**src/design/pme_pkg.sv**
```systemverilog
// Shared types, constants and helpers for the point Morton encoder.
// No dependencies; every other design file imports this package.
`default_nettype none
package pme_pkg;

    // Fixed-point and code geometry
    localparam int AXIS_BITS       = 21;
    localparam int COORD_FRAC_BITS = 16;
    localparam int SCALE_W         = 48;
    localparam int CODE_W          = 63;
    // 6 << (F+31) needs F+34 bits; quotient is kept at least one bit above the scale
    localparam int NUM_W           = COORD_FRAC_BITS + 34;
    localparam int QUOT_W          = (NUM_W > SCALE_W) ? NUM_W : SCALE_W + 1;
    localparam int QCNT_W          = $clog2(QUOT_W);
    localparam int ENC_SHIFT       = COORD_FRAC_BITS + 7;

    localparam logic [QUOT_W-1:0]  SCALE_NUM = QUOT_W'(6) << (COORD_FRAC_BITS + 31);
    localparam logic [SCALE_W-1:0] SCALE_MAX = '1;
    localparam logic [63:0]        SQ_NONE   = '1;
    localparam logic [63:0]        SQ_SAT    = 64'hffff_ffff_ffff_fffe;

    // Request mode codes
    localparam logic [1:0] MODE_CLEAR   = 2'd0;
    localparam logic [1:0] MODE_MEASURE = 2'd1;
    localparam logic [1:0] MODE_ENCODE  = 2'd2;

    typedef enum logic [1:0] {
        OP_CLEAR   = 2'd0,
        OP_MEASURE = 2'd1,
        OP_ENCODE  = 2'd2
    } pme_op_t;

    typedef struct packed {
        logic [1:0]         mode;
        logic signed [31:0] pos_x;
        logic signed [31:0] pos_y;
        logic signed [31:0] pos_z;
    } pme_in_t;

    typedef struct packed {
        logic [CODE_W-1:0] morton_code;
        logic              out_of_range;
    } pme_out_t;

    // Classified request held in the front queue
    typedef struct packed {
        pme_op_t     op;
        logic [31:0] pos_x;
        logic [31:0] pos_y;
        logic [31:0] pos_z;
    } pme_cmd_t;

    typedef struct packed {
        logic        start;
        logic [63:0] min_sq;
    } pme_sc_req_t;

    typedef struct packed {
        logic               done;
        logic [SCALE_W-1:0] scale;
    } pme_sc_rsp_t;

    // Place field bit i at code bit 3i
    function automatic logic [CODE_W-1:0] pme_spread(input logic [AXIS_BITS-1:0] f);
        logic [CODE_W-1:0] r;
        r = '0;
        for (int i = 0; i < AXIS_BITS; i++) begin
            r[3*i] = f[i];
        end
        return r;
    endfunction

endpackage
`default_nettype wire

```
**src/design/pme_front.sv**
```systemverilog
// Front end: accepts requests, classifies the mode and queues them (2 entries).
// Depends on pme_pkg.
`default_nettype none
module pme_front
    import pme_pkg::*;
(
    input  wire logic     aclk,
    input  wire logic     aresetn,
    input  wire logic     s_valid,
    output logic          s_ready,
    input  wire pme_in_t  s_data,
    output logic          q_valid,
    output pme_cmd_t      q_cmd,
    input  wire logic     q_pop
);

    pme_cmd_t   cmd_reg [2];
    logic       wr_ptr_reg, wr_ptr_next;
    logic       rd_ptr_reg, rd_ptr_next;
    logic [1:0] cnt_reg, cnt_next;
    logic       accept, push, pop;
    pme_op_t    op;

    assign s_ready = (cnt_reg != 2'd2);
    assign accept  = s_valid && s_ready;
    assign q_valid = (cnt_reg != 2'd0);
    assign q_cmd   = cmd_reg[rd_ptr_reg];
    assign pop     = q_valid && q_pop;

    // Classify; the unused mode is dropped here
    always_comb begin
        push = accept;
        op   = OP_CLEAR;
        case (s_data.mode)
            MODE_CLEAR:   op = OP_CLEAR;
            MODE_MEASURE: op = OP_MEASURE;
            MODE_ENCODE:  op = OP_ENCODE;
            default:      push = 1'b0;
        endcase
    end

    // Pointer and fill count
    always_comb begin
        wr_ptr_next = wr_ptr_reg ^ push;
        rd_ptr_next = rd_ptr_reg ^ pop;
        cnt_next    = cnt_reg + {1'b0, push} - {1'b0, pop};
    end

    always_ff @(posedge aclk) begin
        if (!aresetn) begin
            wr_ptr_reg <= 1'b0;
            rd_ptr_reg <= 1'b0;
            cnt_reg    <= 2'd0;
        end else begin
            wr_ptr_reg <= wr_ptr_next;
            rd_ptr_reg <= rd_ptr_next;
            cnt_reg    <= cnt_next;
        end
    end

    // Queue storage
    always_ff @(posedge aclk) begin
        if (push) begin
            cmd_reg[wr_ptr_reg] <= '{op: op, pos_x: s_data.pos_x,
                                     pos_y: s_data.pos_y, pos_z: s_data.pos_z};
        end
    end

endmodule
`default_nettype wire

```
**src/design/pme_scale.sv**
```systemverilog
// Scale unit: floor(sqrt(min)) by bit pairs, then restoring divide of 6<<(F+31) by 5r.
// Depends on pme_pkg.
`default_nettype none
module pme_scale
    import pme_pkg::*;
(
    input  wire logic        aclk,
    input  wire logic        aresetn,
    input  wire pme_sc_req_t req,
    output pme_sc_rsp_t      rsp
);

    typedef enum logic [4:0] {
        SC_IDLE = 5'b00001,
        SC_ROOT = 5'b00010,
        SC_DSET = 5'b00100,
        SC_DIV  = 5'b01000,
        SC_FIN  = 5'b10000
    } sc_state_t;

    sc_state_t          state_reg, state_next;
    logic [63:0]        op_reg, op_next;
    logic [63:0]        res_reg, res_next;
    logic [63:0]        one_reg, one_next;
    logic [34:0]        den_reg, den_next;
    logic [35:0]        rem_reg, rem_next;
    logic [QUOT_W-1:0]  num_reg, num_next;
    logic [QUOT_W-1:0]  quot_reg, quot_next;
    logic [QCNT_W-1:0]  cnt_reg, cnt_next;
    logic               done_reg, done_next;
    logic [SCALE_W-1:0] scale_reg, scale_next;
    logic [63:0]        trial;
    logic [35:0]        rem_sh;
    logic [31:0]        root;

    assign rsp   = '{done: done_reg, scale: scale_reg};
    assign trial = res_reg + one_reg;
    assign rem_sh = {rem_reg[34:0], num_reg[QUOT_W-1]};
    assign root  = res_reg[31:0];

    always_comb begin
        state_next = state_reg;
        op_next    = op_reg;
        res_next   = res_reg;
        one_next   = one_reg;
        den_next   = den_reg;
        rem_next   = rem_reg;
        num_next   = num_reg;
        quot_next  = quot_reg;
        cnt_next   = cnt_reg;
        done_next  = 1'b0;
        scale_next = scale_reg;
        case (state_reg)
            SC_IDLE: begin
                if (req.start) begin
                    if (req.min_sq == SQ_NONE) begin
                        scale_next = '0;
                        done_next  = 1'b1;
                    end else begin
                        op_next    = req.min_sq;
                        res_next   = '0;
                        one_next   = 64'd1 << 62;
                        state_next = SC_ROOT;
                    end
                end
            end
            // One result bit per cycle
            SC_ROOT: begin
                if (op_reg >= trial) begin
                    op_next  = op_reg - trial;
                    res_next = (res_reg >> 1) + one_reg;
                end else begin
                    res_next = res_reg >> 1;
                end
                one_next = one_reg >> 2;
                if (one_reg == 64'd1) begin
                    state_next = SC_DSET;
                end
            end
            SC_DSET: begin
                if (root == 32'd0) begin
                    scale_next = SCALE_MAX;
                    done_next  = 1'b1;
                    state_next = SC_IDLE;
                end else begin
                    den_next   = {1'b0, root, 2'b00} + {3'b000, root};
                    rem_next   = '0;
                    num_next   = SCALE_NUM;
                    quot_next  = '0;
                    cnt_next   = QCNT_W'(QUOT_W - 1);
                    state_next = SC_DIV;
                end
            end
            // One quotient bit per cycle
            SC_DIV: begin
                num_next = num_reg << 1;
                if (rem_sh >= {1'b0, den_reg}) begin
                    rem_next  = rem_sh - {1'b0, den_reg};
                    quot_next = {quot_reg[QUOT_W-2:0], 1'b1};
                end else begin
                    rem_next  = rem_sh;
                    quot_next = {quot_reg[QUOT_W-2:0], 1'b0};
                end
                cnt_next = cnt_reg - 1'b1;
                if (cnt_reg == '0) begin
                    state_next = SC_FIN;
                end
            end
            SC_FIN: begin
                if (quot_reg[QUOT_W-1:SCALE_W] != '0) begin
                    scale_next = SCALE_MAX;
                end else begin
                    scale_next = quot_reg[SCALE_W-1:0];
                end
                done_next  = 1'b1;
                state_next = SC_IDLE;
            end
            default: state_next = SC_IDLE;
        endcase
    end

    always_ff @(posedge aclk) begin
        if (!aresetn) begin
            state_reg <= SC_IDLE;
            done_reg  <= 1'b0;
        end else begin
            state_reg <= state_next;
            done_reg  <= done_next;
        end
    end

    always_ff @(posedge aclk) begin
        op_reg    <= op_next;
        res_reg   <= res_next;
        one_reg   <= one_next;
        den_reg   <= den_next;
        rem_reg   <= rem_next;
        num_reg   <= num_next;
        quot_reg  <= quot_next;
        cnt_reg   <= cnt_next;
        scale_reg <= scale_next;
    end

endmodule
`default_nettype wire

```
**src/design/pme_back.sv**
```systemverilog
// Back end: measure and encode sequencer with one shared 32x32 multiplier and output register.
// Depends on pme_pkg; drives the pme_scale unit through its request/response structs.
`default_nettype none
module pme_back
    import pme_pkg::*;
(
    input  wire logic        aclk,
    input  wire logic        aresetn,
    input  wire logic        q_valid,
    input  wire pme_cmd_t    q_cmd,
    output logic             q_pop,
    output pme_sc_req_t      sc_req,
    input  wire pme_sc_rsp_t sc_rsp,
    output logic             m_valid,
    input  wire logic        m_ready,
    output pme_out_t         m_data
);

    typedef enum logic [10:0] {
        ST_IDLE  = 11'b00000000001,
        ST_M_MUL = 11'b00000000010,
        ST_M_ACC = 11'b00000000100,
        ST_M_UPD = 11'b00000001000,
        ST_S_GO  = 11'b00000010000,
        ST_S_WT  = 11'b00000100000,
        ST_E_LO  = 11'b00001000000,
        ST_E_HI  = 11'b00010000000,
        ST_E_FIN = 11'b00100000000,
        ST_E_OUT = 11'b01000000000,
        ST_E_CHK = 11'b10000000000
    } bk_state_t;

    bk_state_t          state_reg, state_next;
    logic [31:0]        cur_reg [3];
    logic [31:0]        prev_reg [3];
    logic               have_prev_reg, have_prev_next;
    logic [63:0]        min_sq_reg, min_sq_next;
    logic [SCALE_W-1:0] scale_reg, scale_next;
    logic               scale_ok_reg, scale_ok_next;
    logic [1:0]         axis_reg, axis_next;
    logic [63:0]        prod_reg, prod_next;
    logic [63:0]        acc_reg, acc_next;
    logic [AXIS_BITS-1:0] field_reg [3];
    logic               bad_reg, bad_next;
    logic               m_valid_reg, m_valid_next;
    pme_out_t           m_data_reg;
    logic               load_cur, load_prev, clear_all, out_load, field_we;

    logic [31:0]        cur, prv, abs_v, mul_a, mul_b;
    logic [32:0]        diff, mag;
    logic [63:0]        product;
    logic [64:0]        acc_sum;
    logic [56:0]        enc_sum, enc_m;
    logic [56:0]        lim;
    logic               neg, bad_ax;
    logic [AXIS_BITS-1:0] field_v;
    logic [CODE_W-1:0]  code;

    assign m_valid = m_valid_reg;
    assign m_data  = m_data_reg;
    assign sc_req  = '{start: (state_reg == ST_S_GO), min_sq: min_sq_reg};

    // Axis operands and the shared multiplier
    assign cur   = cur_reg[axis_reg];
    assign prv   = prev_reg[axis_reg];
    assign diff  = {cur[31], cur} - {prv[31], prv};
    assign mag   = diff[32] ? (~diff + 33'd1) : diff;
    assign neg   = cur[31];
    assign abs_v = neg ? (~cur + 32'd1) : cur;

    always_comb begin
        mul_a = abs_v;
        mul_b = {8'd0, scale_reg[23:0]};
        if (state_reg == ST_M_MUL) begin
            mul_a = mag[31:0];
            mul_b = mag[31:0];
        end else if (state_reg == ST_E_HI) begin
            mul_b = {8'd0, scale_reg[47:24]};
        end
    end
    assign product = mul_a * mul_b;

    // Saturating distance sum
    assign acc_sum = {1'b0, acc_reg} + {1'b0, prod_reg};

    // Scaled coordinate and range check
    assign enc_sum = {1'b0, prod_reg[55:0]} + {25'd0, acc_reg[31:0]};
    assign enc_m   = enc_sum >> ENC_SHIFT;
    assign lim     = 57'd1 << (AXIS_BITS - 1);
    assign bad_ax  = neg ? (enc_m > lim) : (enc_m >= lim);
    assign field_v = neg ? AXIS_BITS'(~enc_m + 57'd1) : enc_m[AXIS_BITS-1:0];

    assign code = pme_spread(field_reg[0]) | (pme_spread(field_reg[1]) << 1)
                | (pme_spread(field_reg[2]) << 2);

    // Sequencer
    always_comb begin
        state_next     = state_reg;
        have_prev_next = have_prev_reg;
        min_sq_next    = min_sq_reg;
        scale_next     = scale_reg;
        scale_ok_next  = scale_ok_reg;
        axis_next      = axis_reg;
        prod_next      = prod_reg;
        acc_next       = acc_reg;
        bad_next       = bad_reg;
        q_pop          = 1'b0;
        load_cur       = 1'b0;
        load_prev      = 1'b0;
        clear_all      = 1'b0;
        out_load       = 1'b0;
        field_we       = 1'b0;
        case (state_reg)
            ST_IDLE: begin
                if (q_valid) begin
                    q_pop     = 1'b1;
                    load_cur  = 1'b1;
                    axis_next = 2'd0;
                    acc_next  = '0;
                    bad_next  = 1'b0;
                    case (q_cmd.op)
                        OP_CLEAR: clear_all = 1'b1;
                        OP_MEASURE: begin
                            if (have_prev_reg) begin
                                state_next = ST_M_MUL;
                            end else begin
                                state_next = ST_M_UPD;
                            end
                        end
                        OP_ENCODE: begin
                            state_next = scale_ok_reg ? ST_E_LO : ST_S_GO;
                        end
                        default: state_next = ST_IDLE;
                    endcase
                end
            end
            ST_M_MUL: begin
                prod_next  = product;
                state_next = ST_M_ACC;
            end
            ST_M_ACC: begin
                acc_next = (acc_sum >= {1'b0, SQ_NONE}) ? SQ_SAT : acc_sum[63:0];
                if (axis_reg == 2'd2) begin
                    state_next = ST_M_UPD;
                end else begin
                    axis_next  = axis_reg + 2'd1;
                    state_next = ST_M_MUL;
                end
            end
            ST_M_UPD: begin
                if (have_prev_reg && acc_reg != '0 && acc_reg < min_sq_reg) begin
                    min_sq_next = acc_reg;
                end
                load_prev      = 1'b1;
                have_prev_next = 1'b1;
                scale_ok_next  = 1'b0;
                state_next     = ST_IDLE;
            end
            ST_S_GO: state_next = ST_S_WT;
            ST_S_WT: begin
                if (sc_rsp.done) begin
                    scale_next    = sc_rsp.scale;
                    scale_ok_next = 1'b1;
                    state_next    = ST_E_LO;
                end
            end
            ST_E_LO: begin
                prod_next  = product;
                state_next = ST_E_HI;
            end
            ST_E_HI: begin
                acc_next   = {32'd0, prod_reg[55:24]};
                prod_next  = product;
                state_next = ST_E_FIN;
            end
            ST_E_FIN: begin
                field_we   = 1'b1;
                bad_next   = bad_reg | bad_ax;
                state_next = ST_E_CHK;
            end
            ST_E_CHK: begin
                if (axis_reg == 2'd2) begin
                    state_next = ST_E_OUT;
                end else begin
                    axis_next  = axis_reg + 2'd1;
                    state_next = ST_E_LO;
                end
            end
            ST_E_OUT: begin
                if (!m_valid_reg || m_ready) begin
                    out_load   = 1'b1;
                    state_next = ST_IDLE;
                end
            end
            default: state_next = ST_IDLE;
        endcase
        if (clear_all) begin
            have_prev_next = 1'b0;
            min_sq_next    = SQ_NONE;
            scale_next     = '0;
            scale_ok_next  = 1'b0;
        end
    end

    // Output register
    always_comb begin
        m_valid_next = m_valid_reg;
        if (out_load) begin
            m_valid_next = 1'b1;
        end else if (m_ready) begin
            m_valid_next = 1'b0;
        end
    end

    always_ff @(posedge aclk) begin
        if (!aresetn) begin
            state_reg     <= ST_IDLE;
            have_prev_reg <= 1'b0;
            min_sq_reg    <= SQ_NONE;
            scale_reg     <= '0;
            scale_ok_reg  <= 1'b0;
            m_valid_reg   <= 1'b0;
            for (int i = 0; i < 3; i++) begin
                prev_reg[i] <= '0;
            end
        end else begin
            state_reg     <= state_next;
            have_prev_reg <= have_prev_next;
            min_sq_reg    <= min_sq_next;
            scale_reg     <= scale_next;
            scale_ok_reg  <= scale_ok_next;
            m_valid_reg   <= m_valid_next;
            for (int i = 0; i < 3; i++) begin
                if (clear_all) begin
                    prev_reg[i] <= '0;
                end else if (load_prev) begin
                    prev_reg[i] <= cur_reg[i];
                end
            end
        end
    end

    // Datapath registers
    always_ff @(posedge aclk) begin
        axis_reg <= axis_next;
        prod_reg <= prod_next;
        acc_reg  <= acc_next;
        bad_reg  <= bad_next;
        if (load_cur) begin
            cur_reg[0] <= q_cmd.pos_x;
            cur_reg[1] <= q_cmd.pos_y;
            cur_reg[2] <= q_cmd.pos_z;
        end
        if (field_we) begin
            field_reg[axis_reg] <= field_v;
        end
        if (out_load) begin
            m_data_reg.morton_code  <= bad_reg ? '0 : code;
            m_data_reg.out_of_range <= bad_reg;
        end
    end

endmodule
`default_nettype wire

```
**src/design/point_morton_encoder_core.sv**
```systemverilog
// Top level of the point Morton encoder: front queue, back sequencer, scale unit.
// Depends on pme_pkg, pme_front, pme_back and pme_scale.
//
//   Channel  Ports                      Moves
//   s_       s_valid s_ready s_data     request: mode, pos_x, pos_y, pos_z
//   m_       m_valid m_ready m_data     result: morton_code, out_of_range
//
// Back end: clear acts in idle; measure multiplies and accumulates each axis,
// then updates (the first point updates directly). Encode forms the scale if
// needed (0 if no distance, else bit-pair root, one quotient bit per cycle).
// The shared multiplier runs once per cycle; each axis takes its own steps.
// Reset (aresetn low, synchronous) empties the queue and resets control state.
// A 2-entry queue takes requests while the back end works or m_ stalls.
`default_nettype none
module point_morton_encoder_core
    import pme_pkg::*;
(
    input  wire logic    aclk,
    input  wire logic    aresetn,
    input  wire logic    s_valid,
    output logic         s_ready,
    input  wire pme_in_t s_data,
    output logic         m_valid,
    input  wire logic    m_ready,
    output pme_out_t     m_data
);

    logic        q_valid;
    logic        q_pop;
    pme_cmd_t    q_cmd;
    pme_sc_req_t sc_req;
    pme_sc_rsp_t sc_rsp;

    pme_front u_front (
        .aclk    (aclk),
        .aresetn (aresetn),
        .s_valid (s_valid),
        .s_ready (s_ready),
        .s_data  (s_data),
        .q_valid (q_valid),
        .q_cmd   (q_cmd),
        .q_pop   (q_pop)
    );

    pme_scale u_scale (
        .aclk    (aclk),
        .aresetn (aresetn),
        .req     (sc_req),
        .rsp     (sc_rsp)
    );

    pme_back u_back (
        .aclk    (aclk),
        .aresetn (aresetn),
        .q_valid (q_valid),
        .q_cmd   (q_cmd),
        .q_pop   (q_pop),
        .sc_req  (sc_req),
        .sc_rsp  (sc_rsp),
        .m_valid (m_valid),
        .m_ready (m_ready),
        .m_data  (m_data)
    );

endmodule
`default_nettype wire
```
**config.mk**
```make
export PLATFORM = sky130hd
export DESIGN_NAME = point_morton_encoder_core
export DESIGN_NICKNAME = d
export VERILOG_FILES = /design/src/design/pme_pkg.sv /design/src/design/pme_front.sv /design/src/design/pme_scale.sv /design/src/design/pme_back.sv /design/src/design/point_morton_encoder_core.sv
export SDC_FILE = /design/constraint.sdc
export NUM_CORES = 2
export LEC_CHECK = 0
export ABC_AREA = 1
export BUFFER_PORTS_ARGS = -buffer_cell sky130_fd_sc_hd__buf_2
export CORE_AREA = 2 2 632 634
export DETAILED_ROUTE_END_ITERATION = 8
export DIE_AREA = 0 0 634 636
export GPL_ROUTABILITY_DRIVEN = 0
export MAX_ROUTING_LAYER = met4
export PLACE_DENSITY = 0.36
export REMOVE_ABC_BUFFERS = 1
export SLEW_MARGIN = 20
export SYNTH_ARGS = -nofsm -noshare
export SYNTH_HDL_FRONTEND = slang
export SYNTH_SLANG_ARGS = --single-unit
```
**constraint.sdc**
```tcl
create_clock -name aclk -period 14.2 [get_ports aclk]
set_input_delay 0.71 -clock aclk [delete_from_list [all_inputs] [get_ports aclk]]
set_output_delay 0.71 -clock aclk [all_outputs]
set_load 0.005 [all_outputs]
```
; ---- After elaboration in Yosys (flattened, before gate mapping)
; Memories as Yosys holds them, arrays and structs flattened. A register that Yosys moved wholly into a read port is not among the register bits.
; Cells that the tools add are included.
[classes]
n_addsub = 15
n_reduce_logical = 38
n_bitwise = 16
muxes = 98
multipliers = 1
eq_ne = 37
magnitude_cmp = 6
[op_table]
columns = operator, n
row1 = two-way mux 64 bit, 10
row2 = one-hot mux 64 bit (2 select lines), 3
row3 = two-way mux 32 bit, 10
row4 = one-hot mux 50 bit (2 select lines), 2
row5 = two-way mux 48 bit, 4
row6 = one-hot mux 64 bit (3 select lines), 1
row7 = one-hot mux 48 bit (3 select lines), 1
row8 = one-hot mux 11 bit (10 select lines), 1
row9 = two-way mux 50 bit, 2
row10 = two-way mux 35 bit, 2
row11 = one-hot mux 35 bit (2 select lines), 1
row12 = adder 64 x 64 -> 65 bit, 1
row13 = >= comparator 65 x 64 -> 1 bit (second input constant), 1
row14 = adder 32 x 1 -> 32 bit (second input constant), 2
row15 = adder 63 x 64 -> 64 bit, 1
row16 = adder 64 bit, 1
row17 = equality test 64 x 1 -> 1 bit (second input constant), 1
row18 = equality test 64 bit (second input constant), 1
row19 = >= comparator 64 bit, 1
row20 = < comparator 64 bit, 1
row21 = multiplier 32 x 32 -> 64 bit, 1
row22 = inverter 32 bit, 2
row23 = nonzero test 64 bit, 1
row24 = subtractor 64 bit, 1
row25 = 67 further kinds, 159
[word_totals]
wordCells = 241
in_bits = 102
memories = 4
ramBits = 451
out_inout_bits = 66
register_bits = 747
[mem_list]
columns = name, words, width, rd, rd_clocked_by_memory_dff, wr, line
row1 = u_front.cmd_reg, 2, 98, 1, 1, 1, pme_front.sv:17  ; pme_cmd_t cmd_reg [2];
row2 = u_back.cur_reg, 3, 32, 4, 1, 3, pme_back.sv:34  ; logic [31:0] cur_reg [3];
row3 = u_back.prev_reg, 3, 32, 1, 1, 3, pme_back.sv:35  ; logic [31:0] prev_reg [3];
row4 = u_back.field_reg, 3, 21, 3, 0, 1, pme_back.sv:43  ; logic [AXIS_BITS-1:0] field_reg [3];

; ---- Logic depth before layout (Yosys ltp)
[logic_depth]
ltp_word = 9
mapped_depth = 62
ltp_nobuf = 56

; ---- By module
; From an unflattened synthesis, not the netlist that was laid out.
[hier_totals]
cells_unflattened = 14241
area_unflattened_um2 = 109037.1
[by_module_without_submodules]
columns = module, seq_area_each_um2, cells_per_inst, n_inst, area_per_inst_um2
row1 = pme_back, 16075.4, 8957, 1, 69545.4
row2 = pme_scale, 10209.8, 4938, 1, 32080.8
row3 = pme_front, 5985.7, 346, 1, 7410.9

; ---- Worst setup path before layout
; No wires, ideal clock.
[synth_timing]
kind = register -> register
from = reg with a tool-made name
to = reg u_back.prod_reg[60] (data pin)
path_stages_with_launch = 58
setup_ps = 260
synth_period_minus_slack_ps = 10345
slack_ps = 3855
t_required_ps = 13940
arrival_ps = 10085
n_path_buf = 5
cell_sequence = dfxtp_1 inv_2 buf_6 clkbuf_1 buf_1 clkbuf_1 nor2_1 a21oi_1 ha_1 inv_1 fa_1 nand3_1 nand3_2 a21oi_1 xor2_1 inv_1 nor2_1 nand2_1 [... 22 more ...] ha_1 nand2_1 nor2_1 nand2_1 nor4_1 nand2_1 nand3_1 nand2_1 nand2_1 nand2_1 nand2_1 nand2_1 nand2_1 nand2_1 nand2_1 nand2_1 nand2_1 xor2_1
[synth_lines]
columns = element, line
row1 = end signal: assignment, pme_back.sv:246  ; prod_reg <= prod_next;
row2 = end: declaration, pme_back.sv:41  ; logic [63:0] prod_reg, prod_next;

==> results.cfg <==
[die]
num_rows = 232
die_w_um = 634
core_um2 = 397000
die_h_um = 636
dieArea_um2 = 403000
initial_core_util_pct = 25.9
io_pins = 168

[layout]
area_growth_pct = 11.7
nFillCells = 43100
drive_above_1_share_pct = 6.24
largest_reg_flops = 196
nets = 14300

[timing]
setup_viol = 0
rsz0062_at_grt = no
fmax_ghz = 0.0783
finalCritPeriodShare_pct = 90.0
relSlewSlack_pct = 19.1
worst_pin_slew_ns = 1.21
finalHoldViolations = 0
setup_tns_ns = 0
final_max_slew_viol_count = 0
whs_ns = 0.0707
fin_skew_ns = 0.0608
period_minus_slack_ns = 12.77

[route]
vias = 85200
wire_per_inst_um = 21.9
viasPerCell = 4.72
drt_iter0_markers = 5837
ant_nets = 0
drc = 0
drt-total-wl_um = 395000
drt_first_pass_iters = 7

[worst_setup_path]
cp.arrival_ns = 13.40
cp_common_cell = fa_1
slowest_delay_ns = 1.14
crit_required_ns = 14.82
crit_family = adder cells
slowest_stage = inv_1
path_buf_inv = 10
critPathKind = flip-flop to flip-flop
worst_setup_path_end_kind = flip-flop
worstPathMaxFanout = 93
worstSetupStartpointType = flip-flop

[synth]
yosys-top-cells-area = edfxtp_1, fa_1, nand2_1
synth_top_area_share_pct = 28.7
synth-seq-cells = 1121
synth-compound-area-share_pct = 9.05
ys_seq_area_share_pct = 31.4
avgSynthCellArea_um2 = 8.22
yosysWarnings = 0
yosys.cell_types.count = 64
ys_dominant_reg_cell = edfxtp_1
synthCells = 12500
ys_async_sr_fraction_pct = 0
synthXorXnorAreaFrac_pct = 2.70
synth_edf_count = 982
synthAdderAreaFrac_pct = 25.2
synth_top_area_cell = edfxtp_1
synth_top_family_by_area = adder cells
synth_area_um2 = 103000
synthSimpleGateAreaFrac_pct = 20.2
synth_mux_area_share_pct = 1.05

[pwr]
peakVddDrop_v = 0.000184
switchingPower_uw = 8560
p_int_uw = 8260
seqPwrFrac_pct = 26.6
power_density_nw_per_um2 = 146
clockPowerShare_pct = 22.2
leakage_uw = 0.0539
switching_share_pct = 50.9
p_comb_share_pct = 51.2

[global_route]
grt_pass1_vias = 89100
grt_max_degree = 94
track_usage_pct = 20.0
grt_pass1_wl_um = 587000
antenna_found_initial = 5
overflow = 0

[cts]
h-tree-depth = 4
clkSinkCount = 1121
clkTransAtPathRegs_ns = 0.06
cts_setup_buffers = 0
cts_hold_buf = 45
postCtsResizedCells = 0
cts_tree = yes
clock-root-buffer = clkbuf_16
clock_latency_ns = 0.88
clock_path_buffers = 4
cts_buffers = 151

[place]
portBuffers = 167
dpl.hpwl_um = 311000

[min_path]
hold_path.class = input port to flip-flop

[flow_run]
max-cap-violations = 0

[run_status]
status = finished, final reports clean
## final timing paths
| check | from | endpoint | slack (ns) | cells after the start |
|---|---|---|---|---|
| hold reg to reg | u_back.min_sq_reg[2]$_SDFFE_PP1P_ | u_back.min_sq_reg[2]$_SDFFE_PP1P_ | 0.45 | 2 |
| hold / removal | s_data[2] | u_front.cmd_reg[0][2]$_DFFE_PP_ | 0.07 | 1 |
| setup / recovery | flip-flop | u_back.prod_reg[58]$_DFFE_PP_ | 1.43 | 42 |
| setup reg to reg | flip-flop | u_back.prod_reg[58]$_DFFE_PP_ | 1.43 | 42 |
## cells in the final DEF, fill, tap and decap left out, types with 16 or more instances in the layout
master         netlist  layout
nor3_1             114     113
and3_1              20      20
ha_1               633     631
clkbuf_16            0     152
buf_2              142     168
a211oi_1            20      20
o22ai_1             20      20
o21a_1              51      51
a21oi_1            701     699
edfxtp_1           982     982
nand3_2             15      16
nand2_1           2642    2636
fa_1               901     901
o21ai_1             31      31
nor2_2              24      25
o21ai_0            528     524
dlygate4sd3_1        0      45
clkbuf_1           166      39
clkinv_1             3      33
nand4_1             98      98
a31oi_1            117     116
xnor2_1            124     124
mux2_2              96      96
a21o_1              38      38
nand2_2             32      34
inv_1             2361    2354
nand3b_1            51      51
inv_2               34      39
a21boi_0            19      19
o21bai_1            31      31
nand3_1            522     520
buf_4               15     123
nor2_1            1377    1369
o211ai_1            47      47
nor4_1              90      88
xor2_1             188     188
or2_2               25      25
clkinv_2             0      20
dfxtp_1            139     137
## synthesized netlist by cell type (47+ instances only)
| cell | instances |
|---|---|
| a31oi_1 | 117 |
| nand3b_1 | 51 |
| nor3_1 | 114 |
| o211ai_1 | 47 |
| nand2_1 | 2642 |
| o21ai_0 | 528 |
| nand3_1 | 522 |
| edfxtp_1 | 982 |
| nor4_1 | 90 |
| xor2_1 | 188 |
| inv_1 | 2361 |
| dfxtp_1 | 139 |
| xnor2_1 | 124 |
| fa_1 | 901 |
| mux2_2 | 96 |
| nand4_1 | 98 |
| a21oi_1 | 701 |
| ha_1 | 633 |
| o21a_1 | 51 |
| clkbuf_1 | 166 |
| nor2_1 | 1377 |
| buf_2 | 142 |
## per-stage QoR
step | worst slack, ns | util (%) | power, µW | cell area (µm²) | instances
floorplan | 2.30 | - | 9390 | 101000 | 12200
global placement | 1.39 | 27.6 | 13100 | 110000 | 17700
detailed placement | 1.50 | 27.6 | 13200 | 110000 | 17700
CTS | 1.49 | 28.9 | 17000 | 115000 | 18000
global route | 0.780 | 28.9 | 17800 | 115000 | 18000
finish | 1.43 | 28.9 | 16800 | 115000 | 18000
## logic make-up after synthesis
logic type               count (synthesis)
AO/OA/AOI/OAI                         1671
XOR/XNOR                               315
adder cells (fa/ha/maj)               1534
buffers and inverters                 2759
flip-flops                            1121
multiplexers                            96
AND/OR/NAND/NOR                       5020
## final cells by class
type	count	area, µm²	share of cell area (%)
clock buffer	197	4030	3.51
sequential	1121	32300	28.1
multi-input combinational	8636	60100	52.3
timing repair buffer	338	2250	1.96
tap	5265	6590	5.73
clock inverter	75	652	0.567
inverter	2400	9020	7.85
antenna	5	12.5	0.0109
## routing by layer
metal	GRT usage, %	vias to the layer above	share of wire (%)	routed length [µm]
met5	-	-	0	0
met4	6.08	0	3.5	13900
met3	1.97	534	4.0	15700
met2	34.1	1937	49	194000
met1	24.9	42400	43	172000
li1	-	40300	-	-
## power by group through the flow
| stage | Clock [µW] | Sequential [µW] | Combinational, µW |
|---|---|---|---|
| after global routing | 3970 | 4520 | 9340 |
| after floorplan | 0 | 4460 | 4940 |
| final | 3730 | 4480 | 8610 |
| after CTS | 3880 | 4490 | 8630 |
| after detailed placement | 0 | 4560 | 8600 |
| after global placement | 0 | 4560 | 8580 |
Power figures use the tool's default switching activity.
